File: src/rtl/core/software_timer_table_assert.svh
// Assertion macros used by the timer table back end
`ifndef SOFTWARE_TIMER_TABLE_ASSERT_SVH
`define SOFTWARE_TIMER_TABLE_ASSERT_SVH

`ifndef SYNTH

// Same-cycle implication, checked outside reset
`define STT_ASSERT_IMP(label, clk, rstn, ante, cons) \
    label: assert property (@(posedge clk) disable iff (!(rstn)) (ante) |-> (cons)) \
        else $error("timer table check failed");

// Next-cycle implication, checked outside reset
`define STT_ASSERT_NXT(label, clk, rstn, ante, cons) \
    label: assert property (@(posedge clk) disable iff (!(rstn)) (ante) |=> (cons)) \
        else $error("timer table check failed");

`else

`define STT_ASSERT_IMP(label, clk, rstn, ante, cons)
`define STT_ASSERT_NXT(label, clk, rstn, ante, cons)

`endif

`endif

File: src/rtl/core/stt_pkg.sv
// Shared types, codes and constants of the software timer table
`timescale 1ns / 1ps

package stt_pkg;

    // Default sizes of the table
    localparam int SLOTS_DEF      = 32;
    localparam int KEY_BITS_DEF   = 8;
    localparam int COUNT_BITS_DEF = 24;

    // Fixed field widths on the streams
    localparam int KEY_W = 8;
    localparam int DUR_W = 24;

    // Command queue between front and back
    localparam int QUEUE_DEPTH = 2;

    // Round down to a multiple of ten: q = (x * ceil(2^27 / 10)) >> 27 is exact for 24 bits
    localparam int unsigned ROUND_STEP  = 10;
    localparam int          RECIP_SHIFT = 27;
    localparam logic [DUR_W-1:0] RECIP_MUL =
        DUR_W'(((64'd1 << RECIP_SHIFT) + 64'(ROUND_STEP) - 64'd1) / 64'(ROUND_STEP));

    typedef enum logic [1:0] {
        REQ_TICK   = 2'd0,
        REQ_START  = 2'd1,
        REQ_DELETE = 2'd2,
        REQ_READ   = 2'd3
    } req_t;

    typedef enum logic [1:0] {
        EV_START  = 2'd0,
        EV_DELETE = 2'd1,
        EV_EXPIRY = 2'd2,
        EV_READ   = 2'd3
    } event_t;

    typedef enum logic [1:0] {
        ST_IDLE,
        ST_SCAN,
        ST_DONE
    } back_state_t;

    // Classified request handed from front to back
    typedef struct packed {
        req_t             req;
        logic [KEY_W-1:0] key;
        logic [DUR_W-1:0] count;
    } cmd_t;

    // One result item
    typedef struct packed {
        event_t           kind;
        logic             ok;
        logic [KEY_W-1:0] key;
        logic [DUR_W-1:0] remaining;
        logic             last;
    } result_t;

endpackage

File: src/rtl/core/stt_front.sv
// Front end: accepts request items, saturates and rounds the duration
`timescale 1ns / 1ps

module stt_front #(
    parameter int COUNT_BITS = stt_pkg::COUNT_BITS_DEF
) (
    input  logic                       aclk,
    input  logic                       aresetn,
    input  logic                       in_valid,
    output logic                       in_ready,
    input  stt_pkg::req_t              in_req,
    input  logic [stt_pkg::KEY_W-1:0]  in_key,
    input  logic [stt_pkg::DUR_W-1:0]  in_duration,
    output logic                       cmd_valid,
    input  logic                       cmd_ready,
    output stt_pkg::cmd_t              cmd
);
    import stt_pkg::*;

    localparam int PROD_W = 2 * DUR_W;
    localparam int QUOT_W = PROD_W - RECIP_SHIFT;
    // Largest count the table holds, seen in duration width
    localparam logic [DUR_W-1:0] SAT_LIM = (COUNT_BITS >= DUR_W) ? {DUR_W{1'b1}} :
        DUR_W'((64'd1 << COUNT_BITS) - 64'd1);

    logic              stg_valid_reg;
    req_t              stg_req_reg;
    logic [KEY_W-1:0]  stg_key_reg;
    logic [PROD_W-1:0] stg_prod_reg;

    logic [DUR_W-1:0]  sat_dur;
    logic [QUOT_W-1:0] quot;
    logic              accept;

    // Clamp to the counter range
    assign sat_dur = (in_duration > SAT_LIM) ? SAT_LIM : in_duration;

    assign in_ready = !stg_valid_reg || cmd_ready;
    assign accept   = in_valid && in_ready;

    // Stage register: hold the item and the reciprocal product
    always_ff @(posedge aclk) begin
        if (!aresetn) begin
            stg_valid_reg <= 1'b0;
        end else if (accept) begin
            stg_valid_reg <= 1'b1;
        end else if (cmd_ready) begin
            stg_valid_reg <= 1'b0;
        end
    end

    always_ff @(posedge aclk) begin
        if (accept) begin
            stg_req_reg  <= in_req;
            stg_key_reg  <= in_key;
            stg_prod_reg <= PROD_W'(sat_dur) * PROD_W'(RECIP_MUL);
        end
    end

    // Quotient times ten is the rounded count
    assign quot = stg_prod_reg[PROD_W-1:RECIP_SHIFT];

    assign cmd_valid = stg_valid_reg;
    assign cmd.req   = stg_req_reg;
    assign cmd.key   = stg_key_reg;
    assign cmd.count = DUR_W'({quot, 3'b000}) + DUR_W'({quot, 1'b0});

endmodule

File: src/rtl/core/stt_queue.sv
// Short command queue between the front end and the slot sequencer
`timescale 1ns / 1ps

module stt_queue (
    input  logic          aclk,
    input  logic          aresetn,
    input  logic          push_valid,
    output logic          push_ready,
    input  stt_pkg::cmd_t push_data,
    output logic          pop_valid,
    input  logic          pop_ready,
    output stt_pkg::cmd_t pop_data
);
    import stt_pkg::*;

    localparam int PTR_W = (QUEUE_DEPTH > 1) ? $clog2(QUEUE_DEPTH) : 1;
    localparam int CNT_W = $clog2(QUEUE_DEPTH + 1);
    localparam logic [PTR_W-1:0] PTR_LAST = PTR_W'(QUEUE_DEPTH - 1);

    cmd_t             entry_reg [QUEUE_DEPTH];
    logic [PTR_W-1:0] wr_ptr_reg;
    logic [PTR_W-1:0] rd_ptr_reg;
    logic [CNT_W-1:0] fill_reg;
    logic             do_push;
    logic             do_pop;

    assign push_ready = (fill_reg != CNT_W'(QUEUE_DEPTH));
    assign pop_valid  = (fill_reg != '0);
    assign pop_data   = entry_reg[rd_ptr_reg];
    assign do_push    = push_valid && push_ready;
    assign do_pop     = pop_valid && pop_ready;

    // Advance pointers and fill level
    always_ff @(posedge aclk) begin
        if (!aresetn) begin
            wr_ptr_reg <= '0;
            rd_ptr_reg <= '0;
            fill_reg   <= '0;
        end else begin
            if (do_push) begin
                wr_ptr_reg <= (wr_ptr_reg == PTR_LAST) ? '0 : wr_ptr_reg + PTR_W'(1);
            end
            if (do_pop) begin
                rd_ptr_reg <= (rd_ptr_reg == PTR_LAST) ? '0 : rd_ptr_reg + PTR_W'(1);
            end
            if (do_push && !do_pop) begin
                fill_reg <= fill_reg + CNT_W'(1);
            end else if (do_pop && !do_push) begin
                fill_reg <= fill_reg - CNT_W'(1);
            end
        end
    end

    // Store entries
    always_ff @(posedge aclk) begin
        if (do_push) begin
            entry_reg[wr_ptr_reg] <= push_data;
        end
    end

endmodule

File: src/rtl/core/stt_back.sv
// Back end: slot table and sequencer that scans one slot per cycle unless a pending expiry waits on the result output
`timescale 1ns / 1ps
`include "software_timer_table_assert.svh"

module stt_back #(
    parameter int SLOTS      = stt_pkg::SLOTS_DEF,
    parameter int KEY_BITS   = stt_pkg::KEY_BITS_DEF,
    parameter int COUNT_BITS = stt_pkg::COUNT_BITS_DEF
) (
    input  logic             aclk,
    input  logic             aresetn,
    input  logic             cmd_valid,
    output logic             cmd_pop,
    input  stt_pkg::cmd_t    cmd,
    output logic             res_valid,
    input  logic             res_ready,
    output stt_pkg::result_t res
);
    import stt_pkg::*;

    localparam int IDX_W = (SLOTS > 1) ? $clog2(SLOTS) : 1;
    localparam logic [IDX_W-1:0] LAST_IDX = IDX_W'(SLOTS - 1);

    // Slot table
    logic [SLOTS-1:0]      slot_valid_reg;
    logic [KEY_BITS-1:0]   slot_key_reg   [SLOTS];
    logic [COUNT_BITS-1:0] slot_count_reg [SLOTS];

    // Sequencer state
    back_state_t           state_reg;
    back_state_t           state_next;
    logic [IDX_W-1:0]      idx_reg;
    logic                  hit_reg;
    logic [IDX_W-1:0]      hit_idx_reg;
    logic [COUNT_BITS-1:0] hit_cnt_reg;
    logic                  free_reg;
    logic [IDX_W-1:0]      free_idx_reg;
    logic                  pend_valid_reg;
    logic [KEY_BITS-1:0]   pend_key_reg;

    // Output register
    logic                  out_valid_reg;
    result_t               out_data_reg;
    result_t               out_data_next;
    logic                  out_push;

    logic [KEY_BITS-1:0]   key_c;
    logic                  cur_valid;
    logic [KEY_BITS-1:0]   cur_key;
    logic [COUNT_BITS-1:0] cur_cnt;
    logic                  is_tick;
    logic                  live;
    logic                  expire;
    logic                  can_push;
    logic                  step;
    logic                  finish;
    logic                  start_ok;
    logic [IDX_W-1:0]      sel_idx;

    assign key_c     = KEY_BITS'(cmd.key);
    assign cur_valid = slot_valid_reg[idx_reg];
    assign cur_key   = slot_key_reg[idx_reg];
    assign cur_cnt   = slot_count_reg[idx_reg];
    assign is_tick   = (cmd.req == REQ_TICK);
    assign live      = cur_valid && (cur_cnt != '0);
    assign expire    = live && (cur_cnt == COUNT_BITS'(1));
    assign can_push  = !out_valid_reg || res_ready;
    // Hold the scan while an expiry cannot leave
    assign step      = !(is_tick && expire && pend_valid_reg && !can_push);
    assign finish    = can_push || (is_tick && !pend_valid_reg);
    assign start_ok  = hit_reg || free_reg;
    assign sel_idx   = hit_reg ? hit_idx_reg : free_idx_reg;

    // Next state
    always_comb begin
        state_next = state_reg;
        unique case (state_reg)
            ST_IDLE: begin
                if (cmd_valid) begin
                    state_next = ST_SCAN;
                end
            end
            ST_SCAN: begin
                if (step && idx_reg == LAST_IDX) begin
                    state_next = ST_DONE;
                end
            end
            ST_DONE: begin
                if (finish) begin
                    state_next = ST_IDLE;
                end
            end
            default: state_next = ST_IDLE;
        endcase
    end

    // Outputs of the sequencer: result to push and queue pop
    always_comb begin
        out_push                = 1'b0;
        cmd_pop                 = 1'b0;
        out_data_next.kind      = EV_EXPIRY;
        out_data_next.ok        = 1'b1;
        out_data_next.key       = KEY_W'(pend_key_reg);
        out_data_next.remaining = '0;
        out_data_next.last      = 1'b0;
        unique case (state_reg)
            ST_IDLE: begin
            end
            ST_SCAN: begin
                out_push = is_tick && expire && pend_valid_reg && can_push;
            end
            ST_DONE: begin
                cmd_pop            = finish;
                out_data_next.last = 1'b1;
                unique case (cmd.req)
                    REQ_TICK: begin
                        out_push = pend_valid_reg && can_push;
                    end
                    REQ_START: begin
                        out_push                = can_push;
                        out_data_next.kind      = EV_START;
                        out_data_next.ok        = start_ok;
                        out_data_next.key       = KEY_W'(key_c);
                        out_data_next.remaining = start_ok ? cmd.count : '0;
                    end
                    REQ_DELETE: begin
                        out_push           = can_push;
                        out_data_next.kind = EV_DELETE;
                        out_data_next.ok   = hit_reg;
                        out_data_next.key  = KEY_W'(key_c);
                    end
                    REQ_READ: begin
                        out_push                = can_push;
                        out_data_next.kind      = EV_READ;
                        out_data_next.ok        = hit_reg;
                        out_data_next.key       = KEY_W'(key_c);
                        out_data_next.remaining = hit_reg ? DUR_W'(hit_cnt_reg) : '0;
                    end
                    default: begin
                    end
                endcase
            end
            default: begin
            end
        endcase
    end

    // Sequencer registers
    always_ff @(posedge aclk) begin
        if (!aresetn) begin
            state_reg      <= ST_IDLE;
            idx_reg        <= '0;
            hit_reg        <= 1'b0;
            free_reg       <= 1'b0;
            pend_valid_reg <= 1'b0;
        end else begin
            state_reg <= state_next;
            unique case (state_reg)
                ST_IDLE: begin
                    idx_reg  <= '0;
                    hit_reg  <= 1'b0;
                    free_reg <= 1'b0;
                end
                ST_SCAN: begin
                    if (step) begin
                        idx_reg <= (idx_reg == LAST_IDX) ? '0 : idx_reg + IDX_W'(1);
                    end
                    if (is_tick) begin
                        if (step && expire) begin
                            pend_valid_reg <= 1'b1;
                        end
                    end else begin
                        if (cur_valid && cur_key == key_c && !hit_reg) begin
                            hit_reg <= 1'b1;
                        end
                        if (!cur_valid && !free_reg) begin
                            free_reg <= 1'b1;
                        end
                    end
                end
                ST_DONE: begin
                    if (finish) begin
                        pend_valid_reg <= 1'b0;
                    end
                end
                default: begin
                end
            endcase
        end
    end

    // Scan payload: match, first free slot, pending expiry key
    always_ff @(posedge aclk) begin
        if (state_reg == ST_SCAN) begin
            if (is_tick) begin
                if (step && expire) begin
                    pend_key_reg <= cur_key;
                end
            end else begin
                if (cur_valid && cur_key == key_c && !hit_reg) begin
                    hit_idx_reg <= idx_reg;
                    hit_cnt_reg <= cur_cnt;
                end
                if (!cur_valid && !free_reg) begin
                    free_idx_reg <= idx_reg;
                end
            end
        end
    end

    // Slot valid bits
    always_ff @(posedge aclk) begin
        if (!aresetn) begin
            slot_valid_reg <= '0;
        end else if (state_reg == ST_DONE && finish) begin
            if (cmd.req == REQ_START && start_ok) begin
                slot_valid_reg[sel_idx] <= 1'b1;
            end else if (cmd.req == REQ_DELETE && hit_reg) begin
                slot_valid_reg[hit_idx_reg] <= 1'b0;
            end
        end
    end

    // Slot keys and counts: decrement on tick, load on start
    always_ff @(posedge aclk) begin
        if (state_reg == ST_SCAN && is_tick && step && live) begin
            slot_count_reg[idx_reg] <= cur_cnt - COUNT_BITS'(1);
        end else if (state_reg == ST_DONE && finish && cmd.req == REQ_START && start_ok) begin
            slot_key_reg[sel_idx]   <= key_c;
            slot_count_reg[sel_idx] <= COUNT_BITS'(cmd.count);
        end
    end

    // Output register
    always_ff @(posedge aclk) begin
        if (!aresetn) begin
            out_valid_reg <= 1'b0;
        end else if (out_push) begin
            out_valid_reg <= 1'b1;
        end else if (res_ready) begin
            out_valid_reg <= 1'b0;
        end
    end

    always_ff @(posedge aclk) begin
        if (out_push) begin
            out_data_reg <= out_data_next;
        end
    end

    assign res_valid = out_valid_reg;
    assign res       = out_data_reg;

    // An expiry never waits once the sequencer is back at rest
    `STT_ASSERT_IMP(a_idle_no_pend, aclk, aresetn, state_reg == ST_IDLE, !pend_valid_reg)
    // The scan index only moves inside a scan
    `STT_ASSERT_IMP(a_idx_in_scan, aclk, aresetn, idx_reg != '0, state_reg == ST_SCAN)
    // The command being worked on stays at the queue head
    `STT_ASSERT_IMP(a_cmd_held, aclk, aresetn, state_reg != ST_IDLE, cmd_valid)
    // Popping a command returns the sequencer to rest with a cleared index
    `STT_ASSERT_NXT(a_pop_rest, aclk, aresetn, cmd_pop, state_reg == ST_IDLE && idx_reg == '0)

endmodule

File: src/rtl/core/software_timer_table.sv
// Path: an item passes the front stage register, the command queue, the back end's scan and
//   its done state, and the output register; earlier expiries of a tick leave during the scan.
// The back end takes up the next queued command only once the last is done, scanning one slot
//   per cycle; a stalled result output stretches the scan or its done state by the stall.
// Reset: synchronous, active low; all slots are marked free at once, no clearing pass.
// Keys and counts of a slot are written before they are ever read.
`timescale 1ns / 1ps

module software_timer_table #(
    parameter int SLOTS      = stt_pkg::SLOTS_DEF,
    parameter int KEY_BITS   = stt_pkg::KEY_BITS_DEF,
    parameter int COUNT_BITS = stt_pkg::COUNT_BITS_DEF
) (
    input  logic        aclk,
    input  logic        aresetn,
    input  logic        s_axis_tvalid,
    output logic        s_axis_tready,
    input  logic [31:0] s_axis_tdata,   // timer_key[7:0], duration[31:8]
    input  logic [1:0]  s_axis_tuser,   // req_type[1:0]
    output logic        m_axis_tvalid,
    input  logic        m_axis_tready,
    output logic [39:0] m_axis_tdata,   // ok[0], key_out[8:1], remaining[32:9], zero[39:33]
    output logic [1:0]  m_axis_tuser,   // event_kind[1:0]
    output logic        m_axis_tlast    // last
);
    import stt_pkg::*;

    logic    fr_valid;
    logic    fr_ready;
    cmd_t    fr_cmd;
    logic    q_valid;
    logic    q_pop;
    cmd_t    q_cmd;
    result_t res;

    // Accept and round incoming requests
    stt_front #(
        .COUNT_BITS (COUNT_BITS)
    ) u_front (
        .aclk        (aclk),
        .aresetn     (aresetn),
        .in_valid    (s_axis_tvalid),
        .in_ready    (s_axis_tready),
        .in_req      (req_t'(s_axis_tuser)),
        .in_key      (s_axis_tdata[7:0]),
        .in_duration (s_axis_tdata[31:8]),
        .cmd_valid   (fr_valid),
        .cmd_ready   (fr_ready),
        .cmd         (fr_cmd)
    );

    // Decouple front and back
    stt_queue u_queue (
        .aclk       (aclk),
        .aresetn    (aresetn),
        .push_valid (fr_valid),
        .push_ready (fr_ready),
        .push_data  (fr_cmd),
        .pop_valid  (q_valid),
        .pop_ready  (q_pop),
        .pop_data   (q_cmd)
    );

    // Carry out requests over the slot table
    stt_back #(
        .SLOTS      (SLOTS),
        .KEY_BITS   (KEY_BITS),
        .COUNT_BITS (COUNT_BITS)
    ) u_back (
        .aclk      (aclk),
        .aresetn   (aresetn),
        .cmd_valid (q_valid),
        .cmd_pop   (q_pop),
        .cmd       (q_cmd),
        .res_valid (m_axis_tvalid),
        .res_ready (m_axis_tready),
        .res       (res)
    );

    // Pack the result item
    assign m_axis_tdata = {7'd0, res.remaining, res.key, res.ok};
    assign m_axis_tuser = res.kind;
    assign m_axis_tlast = res.last;

endmodule
File: config.mk
export PLATFORM = sky130hd
export DESIGN_NAME = software_timer_table
export DESIGN_NICKNAME = d
export VERILOG_FILES = /design/src/rtl/core/stt_pkg.sv /design/src/rtl/core/stt_front.sv /design/src/rtl/core/stt_queue.sv /design/src/rtl/core/stt_back.sv /design/src/rtl/core/software_timer_table.sv
export VERILOG_INCLUDE_DIRS = /design/src /design/src/rtl/core
export SDC_FILE = /design/constraint.sdc
export NUM_CORES = 2
export LEC_CHECK = 0
export ABC_AREA = 1
export BUFFER_PORTS_ARGS = -buffer_cell sky130_fd_sc_hd__buf_2
export CAP_MARGIN = 10
export CORE_ASPECT_RATIO = 1.2
export CORE_MARGIN = 4
export CORE_UTILIZATION = 62
export DETAILED_ROUTE_END_ITERATION = 8
export PLACE_DENSITY = 0.79
export SLEW_MARGIN = 0
export SYNTH_ARGS = -nofsm -noshare
export SYNTH_HDL_FRONTEND = slang
export SYNTH_SLANG_ARGS = --single-unit
export TNS_END_PERCENT = 10
File: constraint.sdc
create_clock -name aclk -period 6 [get_ports aclk]
set_input_delay 0 -clock aclk [delete_from_list [all_inputs] [get_ports aclk]]
set_output_delay 0 -clock aclk [all_outputs]
set_load 0.005 [all_outputs]
==> metrics.md <==
| Metric | Value |
|---|---|
| Hold_buf cts | `13` |
| Outcome | `finished, final reports clean` |
| Post-CTS Resized | `0` |
| Netlist cell types | `54` |
| Pleak | `26.9 nW` |
| Final Hold Viols | `0` |
| DRC | `0` |
| Placed cell count | `6990` |
| Relative slew slack | `19.7%` |
| Placed cell area | `65800 µm²` |
| Fillers | `7094` |
| Largest register FFs | `768` |
| DIE WIDTH | `299 µm` |
| Worst vdd rail ir drop | `885 µV` |
| Area growth syn-to-layout | `10.4%` |
| Top post-synthesis cells by area | `edfxtp_1, nand2_1, fa_1, ha_1, nand3_1` |
| Initial antenna violation count | `2` |
| Port buffer count | `75` |
| Power Density | `482 nW/µm²` |
| Row count | `127` |
| Most common cell after layout, fill and taps aside | `nand2_1` |
| Clk pin slew, worst setup/hold paths | `0.06 ns` |
| Number of top-level pins | `83` |
| RSZ-0062 raised after global routing | `no` |
| Full die area | `107000 µm²` |
| Routed vias | `44174` |
| Routability Congestion | `0.966` |
| H-tree levels | `3` |
| Post-Syn Area | `63000 µm²` |
| Final TNS setup | `0 ns` |
| Finished Layout Cells | `7210` |
| Fin crit period | `5.58 ns` |
| Avg Cell Area, Syn | `11.2 µm²` |
| WP data arrival | `6.10 ns` |
| Worst Skew | `0.0722 ns` |
| Yosys reg bits | `1253` |
| DPL Wire Length | `112 mm` |
| Leading area contributor after synthesis | `edfxtp_1` |
| Worst hold slack | `0.0587 ns` |
| Largest net degree at the start of global routing | `153` |
| FMAX | `179 MHz` |
| Final Instance Area | `69600 µm²` |
| Global route overflow | `0` |
| CTS tree | `built` |
| Cells after synthesis | `5648` |
| Aggregate routed wire length | `170 mm` |
| Seq/Total Area, Yosys | `58.8%` |
| Met2 usage | `51.8%` |
| MaxCap Viol Count | `0` |
| Final nets | `6325` |
| CTS max path bufs | `3` |
| Via/cell ratio | `6.13` |
| Layout cells sized above 1 | `9.28%` |
| Die height | `357 µm` |
| Post-CTS Setup Bufs | `0` |
| Worst path required time | `6.53 ns` |
| Startpoint types | `register` |
| Root buffer cell | `clkbuf_16` |
| Sinks on Clock Net | `1253` |
| Max FO, Critical Path | `101` |
| M3 GR Usage | `5.28%` |
| Top FF cell, synth | `edfxtp_1` |
| Core area | `100000 µm²` |
| Hold Path Class | `input pin to register` |
| Slew Viols, Final | `0` |
| EDFF count, synth | `1199` |
| Final period util | `92.9%` |
| Most frequent cells in the layout | `nand2_1, edfxtp_1, nand3_1, inv_1, nor2_1` |
| Worst Setup End Kind | `register` |
| Antenna Nets Post-Route | `0` |
| Warning count from the yosys run | `0` |
| Final worst slack | `0.423 ns` |
| Skew-Pair Late Insertion Delay | `0.72 ns` |
| Met1 Use GR | `42.5%` |
| Fin util | `69.3%` |
| Overall power | `33.6 mW` |
| Final-report setup violation count | `0` |
| All-Layer GR Usage | `31.7%` |
| Mean routed wirelength per cell | `23.6 µm` |
| Number of buffers created by CTS | `111` |
| Number of global-route vias before repair | `43389` |
| Starting Density | `62.8%` |
| Starting DRT DRC Count | `5690` |
| Synth top area share | `57.1%` |
| First-pass GRT wire length | `257 mm` |
| Drt first pass iters | `8` |
| Crit path kind | `register to register` |
| Pre-CTS setup slack | `0.0278 ns` |
| Synth async-reset ratio | `0%` |
| GRT Max-Usage Layer | `met2` |
| Worst-Margin Slew | `1.20 ns` |
## report_power, final
part	switching, mW	internal [mW]	total [mW]	leakage, nW
sequential	0.138	10.9	11.0	11.3
combinational	10.1	5.27	15.4	13.9
clock	3.17	3.97	7.15	1.79
## logic make-up (layout without fill, tap and decap cells)
family,count (synthesis),in the layout,synth area share [%]
DFF,1253,1253,58.8
AOI/OAI and AO/OA,597,597,5.54
adders and majority gates,524,524,13.0
buffers and inverters,759,959,5.32
other,1,9,0.00595
xor gates and xnor gates,69,69,0.959
and+or+nand+nor,2445,2445,16.3
## synth_stat cells (54+ instances only)
master and number:
nor2_1 370, a21oi_1 136, dfxtp_1 54, buf_2 111, edfxtp_1 1199, o221ai_1 70, ha_1 302, nand3_1 664
nor3_1 69, nand2_1 1289, o21ai_0 268, inv_1 453, fa_1 222, clkbuf_1 104
## worst paths after layout
kind                                   end  slack [ns]              startpoint  depth (start not counted)
max          u_back.slot_count_reg[18][13]        0.42                register                         21
min                 u_front.stg_key_reg[6]        0.06         s_axis_tdata[6]                          2
max reg2reg  u_back.slot_count_reg[18][13]        0.42                register                         21
min reg2reg       u_queue.entry_reg[1][31]        0.46  u_front.stg_key_reg[7]                          0
## routing by layer
layer / vias to the layer above / wire (µm)
li1: 19715 / -
met2: 2739 / 81500
met3: 415 / 18200
met1: 21305 / 62700
met4: 0 / 8020
met5: - / 0
## critical path: stages (launching register included)
cell and delay [ns]:
dfxtp_4 0.62, inv_16 0.19, buf_12 0.29, o21ai_0 0.19, o22ai_1 0.10, o21ai_0 0.17
o21ai_0 0.10, nand2_1 0.19, o21ai_0 0.26, inv_1 0.20, ha_1 0.16, inv_1 0.03
nor2_1 0.10, nand2_1 0.07, nor2_1 0.23, a21oi_1 0.19, nand4_4 0.11, nand2_2 0.18
nand2_2 0.29, inv_1 0.27, o21ai_2 1.00, buf_4 0.33
## cell type report
type	instances	area, µm²	share of cell area (%)
clock inverter	67	727	1.04
antenna	2	5.00	0.00719
inverter	462	1760	2.53
tap	1354	1690	2.43
multi-input combinational	3642	22800	32.8
timing repair buffer	293	2540	3.65
sequential	1253	37100	53.3
clock buffer	137	2940	4.22
No activity file was read; power rests on OpenSTA's default activity.
